File: config.mk
export PLATFORM = sky130hd
export DESIGN_NAME = resolution_bitrate_band_check
export DESIGN_NICKNAME = d
export VERILOG_FILES = /design/src/rtl/rbbc_pkg.sv /design/src/rtl/rbbc_interp.sv /design/src/rtl/resolution_bitrate_band_check.sv
export VERILOG_INCLUDE_DIRS = /design/src /design/src/rtl
export SDC_FILE = /design/constraint.sdc
export NUM_CORES = 2
export LEC_CHECK = 0
export BUFFER_PORTS_ARGS = -buffer_cell sky130_fd_sc_hd__buf_2
export CORE_ASPECT_RATIO = 0.5
export CORE_MARGIN = 2
export CORE_UTILIZATION = 25
export CTS_CLUSTER_SIZE = 10
export DETAILED_ROUTE_END_ITERATION = 7
export GPL_TIMING_DRIVEN = 1
export SYNTH_ARGS = -nofsm -noshare
export SYNTH_HDL_FRONTEND = slang
export SYNTH_SLANG_ARGS = --single-unit
export TNS_END_PERCENT = 100
File: constraint.sdc
create_clock -name clk_i -period 8.4 [get_ports clk_i]
set_input_delay 1.68 -clock clk_i [delete_from_list [all_inputs] [get_ports clk_i]]
set_output_delay 1.68 -clock clk_i [all_outputs]
set_load 0.02 [all_outputs]
File: src/rtl/resolution_bitrate_band_check_macros.svh
// assertion macros shared by the band check rtl
// expects clk_i and rst_ni in the scope of each use
`ifndef RESOLUTION_BITRATE_BAND_CHECK_MACROS_SVH
`define RESOLUTION_BITRATE_BAND_CHECK_MACROS_SVH

// same-cycle implication
`define RBBC_ASSERT_IMP(label, ante, cons) \
  label: assert property (@(posedge clk_i) disable iff (!rst_ni) (ante) |-> (cons)) \
    else $error("rbbc assertion failed");

// implication after a fixed number of cycles
`define RBBC_ASSERT_DLY(label, ante, n, cons) \
  label: assert property (@(posedge clk_i) disable iff (!rst_ni) (ante) |-> ##n (cons)) \
    else $error("rbbc delayed assertion failed");

`endif

File: src/rtl/rbbc_pkg.sv
// types and constant tables of the resolution bitrate band check
// no dependencies; used by rbbc_interp and the top level

package rbbc_pkg;

  localparam int unsigned NUM_BAND = 7;
  localparam int unsigned NUM_SEG  = 6;
  localparam int unsigned LANE_LAT = 4;

  localparam longint unsigned RECIP_ONE = 64'd1 << 32;

  typedef enum logic [1:0] {
    VERDICT_INSUFF = 2'd0,
    VERDICT_NORMAL = 2'd1,
    VERDICT_ABOVE  = 2'd2,
    VERDICT_BELOW  = 2'd3
  } rbbc_verdict_e;

  // slope of one bound over one segment as n/d, m = floor(2^32 / d)
  typedef struct packed {
    logic [9:0]  n;
    logic [7:0]  d;
    logic [29:0] m;
    logic [21:0] base;
  } rbbc_seg_t;

  localparam logic [27:0] BAND_AREA [NUM_BAND] = '{
    28'd0, 28'd57600, 28'd129600, 28'd230400, 28'd518400, 28'd921600, 28'd2073600
  };
  localparam logic [21:0] BAND_MIN [NUM_BAND] = '{
    22'd0, 22'd0, 22'd300000, 22'd500000, 22'd800000, 22'd1500000, 22'd2500000
  };
  localparam logic [21:0] BAND_MAX [NUM_BAND] = '{
    22'd0, 22'd300000, 22'd500000, 22'd800000, 22'd1500000, 22'd2500000, 22'd4000000
  };

  // slopes reduced from (y2 - y1) / (x2 - x1) of each segment
  localparam logic [9:0] LO_N [NUM_SEG] = '{10'd0, 10'd25, 10'd125, 10'd25, 10'd125, 10'd125};
  localparam logic [7:0] LO_D [NUM_SEG] = '{8'd6, 8'd6, 8'd63, 8'd24, 8'd72, 8'd144};
  localparam logic [9:0] HI_N [NUM_SEG] = '{10'd125, 10'd25, 10'd125, 10'd175, 10'd625, 10'd125};
  localparam logic [7:0] HI_D [NUM_SEG] = '{8'd24, 8'd9, 8'd42, 8'd72, 8'd252, 8'd96};

  localparam logic [29:0] LO_M [NUM_SEG] = '{
    30'(RECIP_ONE / 64'd6),  30'(RECIP_ONE / 64'd6),  30'(RECIP_ONE / 64'd63),
    30'(RECIP_ONE / 64'd24), 30'(RECIP_ONE / 64'd72), 30'(RECIP_ONE / 64'd144)
  };
  localparam logic [29:0] HI_M [NUM_SEG] = '{
    30'(RECIP_ONE / 64'd24), 30'(RECIP_ONE / 64'd9),   30'(RECIP_ONE / 64'd42),
    30'(RECIP_ONE / 64'd72), 30'(RECIP_ONE / 64'd252), 30'(RECIP_ONE / 64'd96)
  };

endpackage

File: src/rtl/rbbc_interp.sv
// one interpolation lane: base + floor(n * dx / d) in four stages
// depends on rbbc_pkg and the shared assertion macros

`include "resolution_bitrate_band_check_macros.svh"

module rbbc_interp import rbbc_pkg::*; (
  input  logic        clk_i,
  input  logic        rst_ni,
  input  logic        in_valid_i,
  input  rbbc_seg_t   in_seg_i,
  input  logic [20:0] in_dx_i,
  output logic        out_valid_o,
  output logic [21:0] out_value_o
);

  logic [3:0]  valid_q;
  // stage 1: product
  logic [27:0] p1_q;
  rbbc_seg_t   seg1_q;
  // stage 2: quotient estimate
  logic [57:0] t2_d;
  logic [27:0] p2_q;
  logic [20:0] q2_q;
  logic [7:0]  d2_q;
  logic [21:0] base2_q;
  // stage 3: remainder
  logic [28:0] qd3_d;
  logic [27:0] r3_d;
  logic [8:0]  r3_q;
  logic [20:0] q3_q;
  logic [7:0]  d3_q;
  logic [21:0] base3_q;
  // stage 4: corrected value
  logic [20:0] q4_d;
  logic [21:0] val4_q;

  always_ff @(posedge clk_i or negedge rst_ni) begin
    if (!rst_ni) begin
      valid_q <= '0;
    end else begin
      valid_q <= {valid_q[2:0], in_valid_i};
    end
  end

  always_comb begin
    t2_d  = 58'(p1_q) * 58'(seg1_q.m);
    qd3_d = 29'(q2_q) * 29'(d2_q);
    r3_d  = p2_q - qd3_d[27:0];
    // estimate is short by at most one
    q4_d  = (r3_q >= {1'b0, d3_q}) ? q3_q + 21'd1 : q3_q;
  end

  always_ff @(posedge clk_i) begin
    p1_q    <= 28'(in_seg_i.n) * 28'(in_dx_i);
    seg1_q  <= in_seg_i;
    p2_q    <= p1_q;
    q2_q    <= t2_d[52:32];
    d2_q    <= seg1_q.d;
    base2_q <= seg1_q.base;
    r3_q    <= r3_d[8:0];
    q3_q    <= q2_q;
    d3_q    <= d2_q;
    base3_q <= base2_q;
    val4_q  <= base3_q + 22'(q4_d);
  end

  assign out_valid_o = valid_q[3];
  assign out_value_o = val4_q;

  `RBBC_ASSERT_IMP(a_rem_below_twice_d, valid_q[2], r3_q < {d3_q, 1'b0})
  `RBBC_ASSERT_DLY(a_lane_latency, in_valid_i, 4, out_valid_o)
  `RBBC_ASSERT_DLY(a_flat_keeps_base, in_valid_i && in_seg_i.n == 10'd0, 4,
                   out_value_o == $past(in_seg_i.base, 4))

endmodule

File: src/rtl/resolution_bitrate_band_check.sv
// resolution bitrate band check, top level
// depends on rbbc_pkg, rbbc_interp and the shared assertion macros
//
// Usage: an item (frame_width_i, frame_height_i, average_bitrate_i,
// sample_valid_i) is taken at each rising edge with start high and busy
// low. busy never rises, so an item may be given in every cycle.
// Each item gives one result (verdict_o, min_bitrate_o, max_bitrate_o)
// shown for one cycle with result_valid_o high, in item order. Each item
// passes these registered stages: area multiply, breakpoint select, four
// interpolation stages (slope multiply, reciprocal multiply, remainder,
// correction) and the verdict register.
// Throughput is one item per cycle.
// Min and max bounds run in two parallel lanes.
// Reset clears all valid bits; items in flight are dropped. The receiver
// cannot stall, so results are never held back.

`include "resolution_bitrate_band_check_macros.svh"

module resolution_bitrate_band_check import rbbc_pkg::*; (
  input  logic        clk_i,
  input  logic        rst_ni,
  input  logic        start,
  output logic        busy,
  input  logic [13:0] frame_width_i,
  input  logic [13:0] frame_height_i,
  input  logic [31:0] average_bitrate_i,
  input  logic        sample_valid_i,
  output logic        result_valid_o,
  output logic [1:0]  verdict_o,
  output logic [21:0] min_bitrate_o,
  output logic [21:0] max_bitrate_o
);

  // accepting edge to the edge that takes the result
  localparam int unsigned TOTAL_LAT = LANE_LAT + 3;

  logic accept;

  // stage 1: area
  logic        v1_q;
  logic        insuff1_q;
  logic [27:0] area1_q;
  logic [31:0] rate1_q;

  // stage 2: breakpoint select
  logic [2:0]  sel_d;
  logic [2:0]  seg_idx;
  logic [27:0] dx_full;
  rbbc_seg_t   lo_seg_d, hi_seg_d;
  logic        v2_q;
  rbbc_seg_t   lo_seg_q, hi_seg_q;
  logic [20:0] dx_q;
  logic        insuff2_q;
  logic [31:0] rate2_q;

  // side line matched to the lanes
  logic        insuff_dl_q [LANE_LAT];
  logic [31:0] rate_dl_q   [LANE_LAT];

  logic        lo_valid, hi_valid;
  logic [21:0] lo_value, hi_value;

  logic          out_valid_q;
  rbbc_verdict_e verdict_d, verdict_q;
  logic [21:0]   min_d, max_d, min_q, max_q;

  assign busy   = 1'b0;
  assign accept = start && !busy;

  always_ff @(posedge clk_i or negedge rst_ni) begin
    if (!rst_ni) begin
      v1_q        <= 1'b0;
      v2_q        <= 1'b0;
      out_valid_q <= 1'b0;
    end else begin
      v1_q        <= accept;
      v2_q        <= v1_q;
      out_valid_q <= lo_valid;
    end
  end

  always_ff @(posedge clk_i) begin
    area1_q   <= 28'(frame_width_i) * 28'(frame_height_i);
    insuff1_q <= !sample_valid_i || frame_width_i == 14'd0 || frame_height_i == 14'd0;
    rate1_q   <= average_bitrate_i;
  end

  // last breakpoint not above the area; the area is never zero when used
  always_comb begin
    sel_d = 3'd0;
    for (int k = 1; k < NUM_BAND; k++) begin
      if (area1_q >= BAND_AREA[k]) begin
        sel_d = 3'(k);
      end
    end
    seg_idx = (sel_d == 3'(NUM_SEG)) ? 3'(NUM_SEG - 1) : sel_d;
    dx_full = area1_q - BAND_AREA[sel_d];

    lo_seg_d.n    = LO_N[seg_idx];
    lo_seg_d.d    = LO_D[seg_idx];
    lo_seg_d.m    = LO_M[seg_idx];
    lo_seg_d.base = BAND_MIN[sel_d];
    hi_seg_d.n    = HI_N[seg_idx];
    hi_seg_d.d    = HI_D[seg_idx];
    hi_seg_d.m    = HI_M[seg_idx];
    hi_seg_d.base = BAND_MAX[sel_d];
    // at or above the last breakpoint the band is flat
    if (sel_d == 3'(NUM_SEG)) begin
      lo_seg_d.n = '0;
      hi_seg_d.n = '0;
    end
  end

  always_ff @(posedge clk_i) begin
    lo_seg_q  <= lo_seg_d;
    hi_seg_q  <= hi_seg_d;
    dx_q      <= (sel_d == 3'(NUM_SEG)) ? 21'd0 : dx_full[20:0];
    insuff2_q <= insuff1_q;
    rate2_q   <= rate1_q;
  end

  always_ff @(posedge clk_i) begin
    insuff_dl_q[0] <= insuff2_q;
    rate_dl_q[0]   <= rate2_q;
    for (int k = 1; k < LANE_LAT; k++) begin
      insuff_dl_q[k] <= insuff_dl_q[k-1];
      rate_dl_q[k]   <= rate_dl_q[k-1];
    end
  end

  rbbc_interp u_lo (
    .clk_i       (clk_i),
    .rst_ni      (rst_ni),
    .in_valid_i  (v2_q),
    .in_seg_i    (lo_seg_q),
    .in_dx_i     (dx_q),
    .out_valid_o (lo_valid),
    .out_value_o (lo_value)
  );

  rbbc_interp u_hi (
    .clk_i       (clk_i),
    .rst_ni      (rst_ni),
    .in_valid_i  (v2_q),
    .in_seg_i    (hi_seg_q),
    .in_dx_i     (dx_q),
    .out_valid_o (hi_valid),
    .out_value_o (hi_value)
  );

  always_comb begin
    min_d     = lo_value;
    max_d     = hi_value;
    verdict_d = VERDICT_NORMAL;
    if (insuff_dl_q[LANE_LAT-1]) begin
      min_d     = '0;
      max_d     = '0;
      verdict_d = VERDICT_INSUFF;
    end else if (rate_dl_q[LANE_LAT-1] > 32'(hi_value)) begin
      verdict_d = VERDICT_ABOVE;
    end else if (rate_dl_q[LANE_LAT-1] < 32'(lo_value)) begin
      verdict_d = VERDICT_BELOW;
    end
  end

  always_ff @(posedge clk_i) begin
    verdict_q <= verdict_d;
    min_q     <= min_d;
    max_q     <= max_d;
  end

  assign result_valid_o = out_valid_q;
  assign verdict_o      = verdict_q;
  assign min_bitrate_o  = min_q;
  assign max_bitrate_o  = max_q;

  `RBBC_ASSERT_IMP(a_lanes_aligned, lo_valid || hi_valid, lo_valid && hi_valid)
  `RBBC_ASSERT_IMP(a_band_ordered, result_valid_o, min_bitrate_o <= max_bitrate_o)
  `RBBC_ASSERT_IMP(a_insuff_zero_band, result_valid_o && verdict_o == VERDICT_INSUFF,
                   min_bitrate_o == 22'd0 && max_bitrate_o == 22'd0)
  `RBBC_ASSERT_DLY(a_item_latency, accept, TOTAL_LAT, result_valid_o)

endmodule

== Yosys cells after proc, flatten, opt, wreduce, memory -nomap -nowiden ==
Memory sizes are Yosys's and may differ from the RTL's. A register that Yosys moved wholly into a read port is not among the register bits.
Index checks and enable logic that the tools add are counted.

* Register bits after elaboration: 628
* Bits in writable memories: 132
* ROM bits: 1344
* Bits of input ports: 64
* Output and inout bits: 48
* Logic and storage cells: 98
* Memories: 11

{| class="wikitable"
|+ Memory list
! memory !! depth !! bits a word !! rd ports !! clocked after Yosys merged registers in !! wr ports !! RTL line !! text
|-
| (no name shown) || 8 || 30 || 1 || 1 || 0 || resolution_bitrate_band_check.sv:105 || <nowiki>hi_seg_d.m = HI_M[seg_idx];</nowiki>
|-
| (no name shown) || 8 || 30 || 1 || 1 || 0 || resolution_bitrate_band_check.sv:101 || <nowiki>lo_seg_d.m = LO_M[seg_idx];</nowiki>
|-
| (no name shown) || 8 || 28 || 1 || 0 || 0 || resolution_bitrate_band_check.sv:97 || <nowiki>dx_full = area1_q - BAND_AREA[sel_d];</nowiki>
|-
| (no name shown) || 8 || 22 || 1 || 1 || 0 || resolution_bitrate_band_check.sv:106 || <nowiki>hi_seg_d.base = BAND_MAX[sel_d];</nowiki>
|-
| (no name shown) || 8 || 22 || 1 || 1 || 0 || resolution_bitrate_band_check.sv:102 || <nowiki>lo_seg_d.base = BAND_MIN[sel_d];</nowiki>
|-
| rate_dl_q || 4 || 32 || 4 || 0 || 4 || resolution_bitrate_band_check.sv:58 || <nowiki>logic [31:0] rate_dl_q [LANE_LAT];</nowiki>
|-
| +5 memories || n/a || n/a || n/a || n/a || n/a || n/a ||
|}

* Add/sub/neg operators: 7
* Multiply operators: 7
* Order comparisons: 11
* Equal/unequal tests: 1
* Mux-type cells: 13
* Bitwise logic cells: 2
* Reduce and logical (&&, ||, !) cells: 6

{| class="wikitable"
|+ Operators with widths
! operator !! number
|-
| multiplier 28 x 30 -> 53 bit || 2
|-
| 2-to-1 mux 21 bit || 4
|-
| multiplier 10 x 21 -> 28 bit || 2
|-
| adder 22 x 21 -> 22 bit || 2
|-
| adder 21 x 1 -> 21 bit (second input constant) || 2
|-
| multiplier 21 x 8 -> 9 bit || 2
|-
| > comparator 32 x 22 -> 1 bit || 1
|-
| < comparator 32 x 22 -> 1 bit || 1
|-
| >= comparator 28 x 16 -> 1 bit (second input constant) || 1
|-
| >= comparator 28 x 17 -> 1 bit (second input constant) || 1
|-
| >= comparator 28 x 18 -> 1 bit (second input constant) || 1
|-
| >= comparator 28 x 19 -> 1 bit (second input constant) || 1
|-
| >= comparator 28 x 20 -> 1 bit (second input constant) || 1
|-
| >= comparator 28 x 21 -> 1 bit (second input constant) || 1
|-
| logical NOT 14 bit || 2
|-
| multiplier 14 x 14 -> 28 bit || 1
|-
| subtractor 21 bit || 1
|-
| >= comparator 9 x 8 -> 1 bit || 2
|-
| subtractor 9 bit || 2
|-
| 2-to-1 mux 3 bit || 4
|-
| 2-to-1 mux 2 bit || 4
|-
| NOT 3 -> 4 bit || 2
|-
| >= comparator 4 bit (second input constant) || 1
|-
| equality test 3 bit (second input constant) || 1
|-
| 4 further kinds || 5
|}

== Depth between registers and ports, before layout ==
* Word-level depth: 12
* Gate-level depth with buffers: 28
* Depth with buffers taken out: 27

== Modules after synthesis ==
A second synthesis with hierarchy kept.

* Cell total of the unflattened synthesis: 9968
* Area total of the unflattened synthesis: 94984.8 um^2

{| class="wikitable"
|+ Modules (own cells, without submodules)
! module !! instances !! cells each !! area an instance (um^2) !! sequential area each (um^2)
|-
| rbbc_interp at u_lo || 1 || 4245 || 39480.4 || 4704.5
|-
| rbbc_interp at u_hi || 1 || 4188 || 39150.0 || 4704.5
|-
| resolution_bitrate_band_check || 1 || 1535 || 16354.4 || 7041.8
|}

== Least setup slack after synthesis ==
Ideal clock, no wire load.

* Path kind: input to register
* Start point: in frame_height_i[2]
* End point: reg area1_q[27]
* Setup time: 0.072 ns
* Data arrival time: 7.162 ns
* Required time: 8.328 ns
* Setup slack: 1.166 ns
* Stages on the path: 22
* Buffers on the path: 1
* Cells stage by stage: clkbuf_1 > nand2_1 > fa_1 > inv_1 > fa_1 > inv_1 > fa_1 > inv_1 > fa_1 > fa_1 > fa_1 > ha_1 > a21o_1 > a21o_1 > a21o_1 > a32o_1 > a211o_1 > nand2_1 > o2111ai_1 > a31o_2 > a21oi_1 > xnor2_1

* Longest elaborated chain between the ends: 1

{| class="wikitable"
|+ RTL lines
! element !! RTL line !! text
|-
| from (decl) || resolution_bitrate_band_check.sv:25 || <nowiki>input logic [13:0] frame_height_i,</nowiki>
|-
| multiplier 14 x 14 -> 28 bit || resolution_bitrate_band_check.sv:83 || <nowiki>area1_q <= 28'(frame_width_i) * 28'(frame_height_i);</nowiki>
|-
| to (signal assigned) || resolution_bitrate_band_check.sv:83 ||
|-
| to (decl) || resolution_bitrate_band_check.sv:42 || <nowiki>logic [27:0] area1_q;</nowiki>
|}

No other way between the ends.
A chain may end at the register's enable or synchronous reset.

== Worst setup path after layout ==
* Start point: reg u_hi.seg1_q[48] (netlist bit)
* End point: reg u_hi.q2_q[13]

* Longest elaborated chain between the ends: 1

{| class="wikitable"
|+ RTL lines
! element !! RTL line !! text
|-
| from (decl) || rbbc_interp.sv:19 || <nowiki>rbbc_seg_t seg1_q;</nowiki>
|-
| from (signal assigned) || rbbc_interp.sv:55 || <nowiki>seg1_q <= in_seg_i;</nowiki>
|-
| multiplier 28 x 30 -> 53 bit || rbbc_interp.sv:46 || <nowiki>t2_d = 58'(p1_q) * 58'(seg1_q.m);</nowiki>
|-
| net u_hi.t2_d[45] || rbbc_interp.sv:21 || <nowiki>logic [57:0] t2_d;</nowiki>
|-
| to (signal assigned) || rbbc_interp.sv:57 || <nowiki>q2_q <= t2_d[52:32];</nowiki>
|-
| to (decl) || rbbc_interp.sv:23 || <nowiki>logic [20:0] q2_q;</nowiki>
|}

The timed path passes the listed nets, and every way through them passes these cells.

==> metrics.txt <==
CTS tree=yes; Crit Path Category=reg -> reg; sequential-to-total area share from yosys stat=21.0%; vias in the first global route=45900; Remaining Overflow, GRT=0; top-area cell type share of the netlist area=34.3%; Worst slew margin=26.7%; clock root cell=clkbuf_16; post-synth cell types=71; Die Ht=367 µm; crit path DAT=8.56 ns; Die X=731 µm; Slew @ Worst Pin=1.09 ns; # Post-CTS Setup Buffers=0; end-of-flow core utilization=27.9%; LEAKAGE=0.0387 µW; DR pass1 iterations=5; CP Launch Type=flop; Post-synth EDFFs=0; final net count=8755; largest net degree at the start of global routing=48; Synth Flop Type=dfxtp_1; post-DP HPWL=148 mm; Layout area overhead=11.1%; Vias=42800; Area contributors post-synth=fa_1 (34%), dfxtp_1 (21%), ha_1 (15%); Non-Filler Instances=10300; Max Buffers Root-to-Sink=3; first-pass GRT wire length=269 mm; CTS HTree Levels=3; Synth async-reset ratio=1.01%; routed wire length=171 mm; syn_nets=8644; 1st-iter DRT viols=2372; number of cell rows=133; IO Port Bufs=110; Final Cycle Share=95.5%; PwrDens=204 nW/µm²; WL per Instance=16.6 µm; layout cells sized above 1=4.06%; hold buffers post-CTS=0; placed cell areas=70900 µm²; vias per cell=4.15; PostCTS Resize Cnt=0; total power draw=14900 µW; outcome=finished clean; fmax=125 MHz; die area=269000 µm²; depth of the most critical reg-to-reg path=23; RePlAce Congestion=0.950; Yosys reg bits=690; Pins Over Slew Limit=0; clk_lat worst skew=0.68 ns; YS warnings=0; Fin. Hold Viols=0; Fill cells=27600; DRT antenna net count=0; antenna violations before repair=30; CP Max Fanout=10; number of I/O pins=112; kind of end point of the critical path=flop; fin crit period=8.02 ns; met2 WL=73.6 mm; CTS Buf Count=84; # DRC=0; WL met3=11.5 mm; design area=73400 µm²; unrepaired setup endpoints after global routing=false; Top Metal Used=met5; Synth area leader=fa_1; dpl cells=10200; Mapped Cells=6662; Peak VDD IR=312 µV; core area=263000 µm²; # setup viols final=0; hold path depth=0; Synth Area per Inst=9.91 µm²; clock tree sinks=690; CP Data Required Time=8.94 ns; Worst-path clk slew=0.06 ns; starting density of the core=25.1%; Max-Cap Viols=0; Post-Route M1 WL=82.7 mm; Mapped Area=66000 µm²; HP Class=reg -> reg; overall routing resource usage=13.0%; setup tns final=0 ns; skew final=0.0470 ns
state kept, by name, indices dropped and copies added (netlist names), 28 cells and up:
| name | count |
|---|---|
| u_hi.p1_q | 28 |
| hi_seg_q | 33 |
| rate1_q | 32 |
| rate_dl_q | 128 |
| rate2_q | 32 |
| u_lo.p1_q | 28 |
| u_hi.seg1_q | 28 |
| area1_q | 28 |
layout make-up:
class	instances	area, µm²	area share (%)
clock buffers	95	2170	2.96
repair buffers	144	893	1.22
diodes	6	15.0	0.0205
clock inverters	18	319	0.435
flip-flops and latches	690	13800	18.9
well taps	3510	4390	5.98
inverters	1775	6660	9.08
multi-input cells	4078	45100	61.4
metrics by stage:
step | worst slack [ns] | hold slack, ns
after floorplan | 1.17 | 0.310
after global placement | 0.532 | 0.310
after detailed placement | 0.505 | 0.312
after CTS | 0.450 | 0.284
after global routing | 0.0154 | 0.292
final | 0.381 | 0.290
placed cells by master, fill, tap and decap left out, types with 14 or more instances in the layout:
cell and n:
xnor2_1 179, a31oi_1 14, nand3_1 52, ha_1 788, buf_2 110, and3_1 23, nor2b_1 22, nor3_1 49
a21o_1 78, fa_1 1130, o21ai_0 72, inv_1 1775, nand2b_1 27, o21a_1 38, nor2_1 163, nor4_1 14
and2_1 460, xor2_1 76, or3_1 15, buf_4 27, clkbuf_16 84, dfxtp_1 682, nand4_1 33, a21oi_1 152
a211oi_1 22, nand2_1 520, o21bai_1 21
worst paths after layout:
check	start	to	slack, ns
max reg2reg	u_hi.seg1_q[48]	u_hi.q2_q[13]	0.38
max in group asynchronous	rst_ni	result_valid_o	7.41
max	u_hi.seg1_q[48]	u_hi.q2_q[13]	0.38
min reg2reg	u_lo.q2_q[16]	u_lo.q3_q[16]	0.29
min in group asynchronous	rst_ni	u_lo.valid_q[2]	0.84
min	u_lo.q2_q[16]	u_lo.q3_q[16]	0.29
synth_stat cells, types with 8 or more instances:
library cell / n
o2111ai_1: 12
nand2_1: 520
fa_1: 1130
or3_1: 15
a21oi_1: 152
xnor2_1: 179
dfxtp_1: 683
o21a_1: 38
nand3_1: 52
a211o_1: 8
nor4_1: 14
clkbuf_1: 113
nor2b_1: 22
a21o_1: 78
a31oi_1: 14
nand2b_1: 27
xor2_1: 76
nor2_1: 163
o21ai_0: 72
o21bai_1: 21
a211oi_1: 23
and2_1: 460
nor3_1: 50
inv_1: 1775
and3_1: 23
nand4_1: 33
ha_1: 788
worst max-delay path, stage by stage, from the launching register on:
cell	delay, ns
dfxtp_1	0.66
buf_4	0.24
and2_1	0.19
fa_1	0.49
fa_1	0.56
fa_1	0.53
fa_1	0.56
fa_1	0.52
fa_1	0.56
inv_1	0.05
fa_1	0.48
inv_1	0.04
ha_1	0.33
nand2_1	0.07
a211oi_1	0.30
o2111ai_1	0.32
a211oi_1	0.46
o21a_1	0.28
buf_12	0.15
a2111oi_4	0.05
o31a_1	0.37
a21oi_1	0.34
o22ai_1	0.17
xnor2_1	0.14
layer usage:
layer | track usage [%] | vias to the layer above
li1 | - | 20200
met1 | 18.8 | 21400
met2 | 20.2 | 1056
met3 | 2.34 | 191
met4 | 2.52 | 2
met5 | 0 | -
power breakdown:
group          switching, µW  internal [µW]  total (µW)
logic                   4420           2920        7340
registers                485           3790        4280
clock network           1420           1910        3330
logic make-up after synthesis:
kind of cell | share of synthesized area (%)
and+or+nand+nor | 10.7
AOI/OAI and AO/OA | 4.83
adders and majority gates | 49.2
muxes | 0.0796
buffers and inverters | 10.8
DFF | 21.0
other | 0.00568
xor gates and xnor gates | 3.41
No activity file was read; power rests on OpenSTA's default activity.
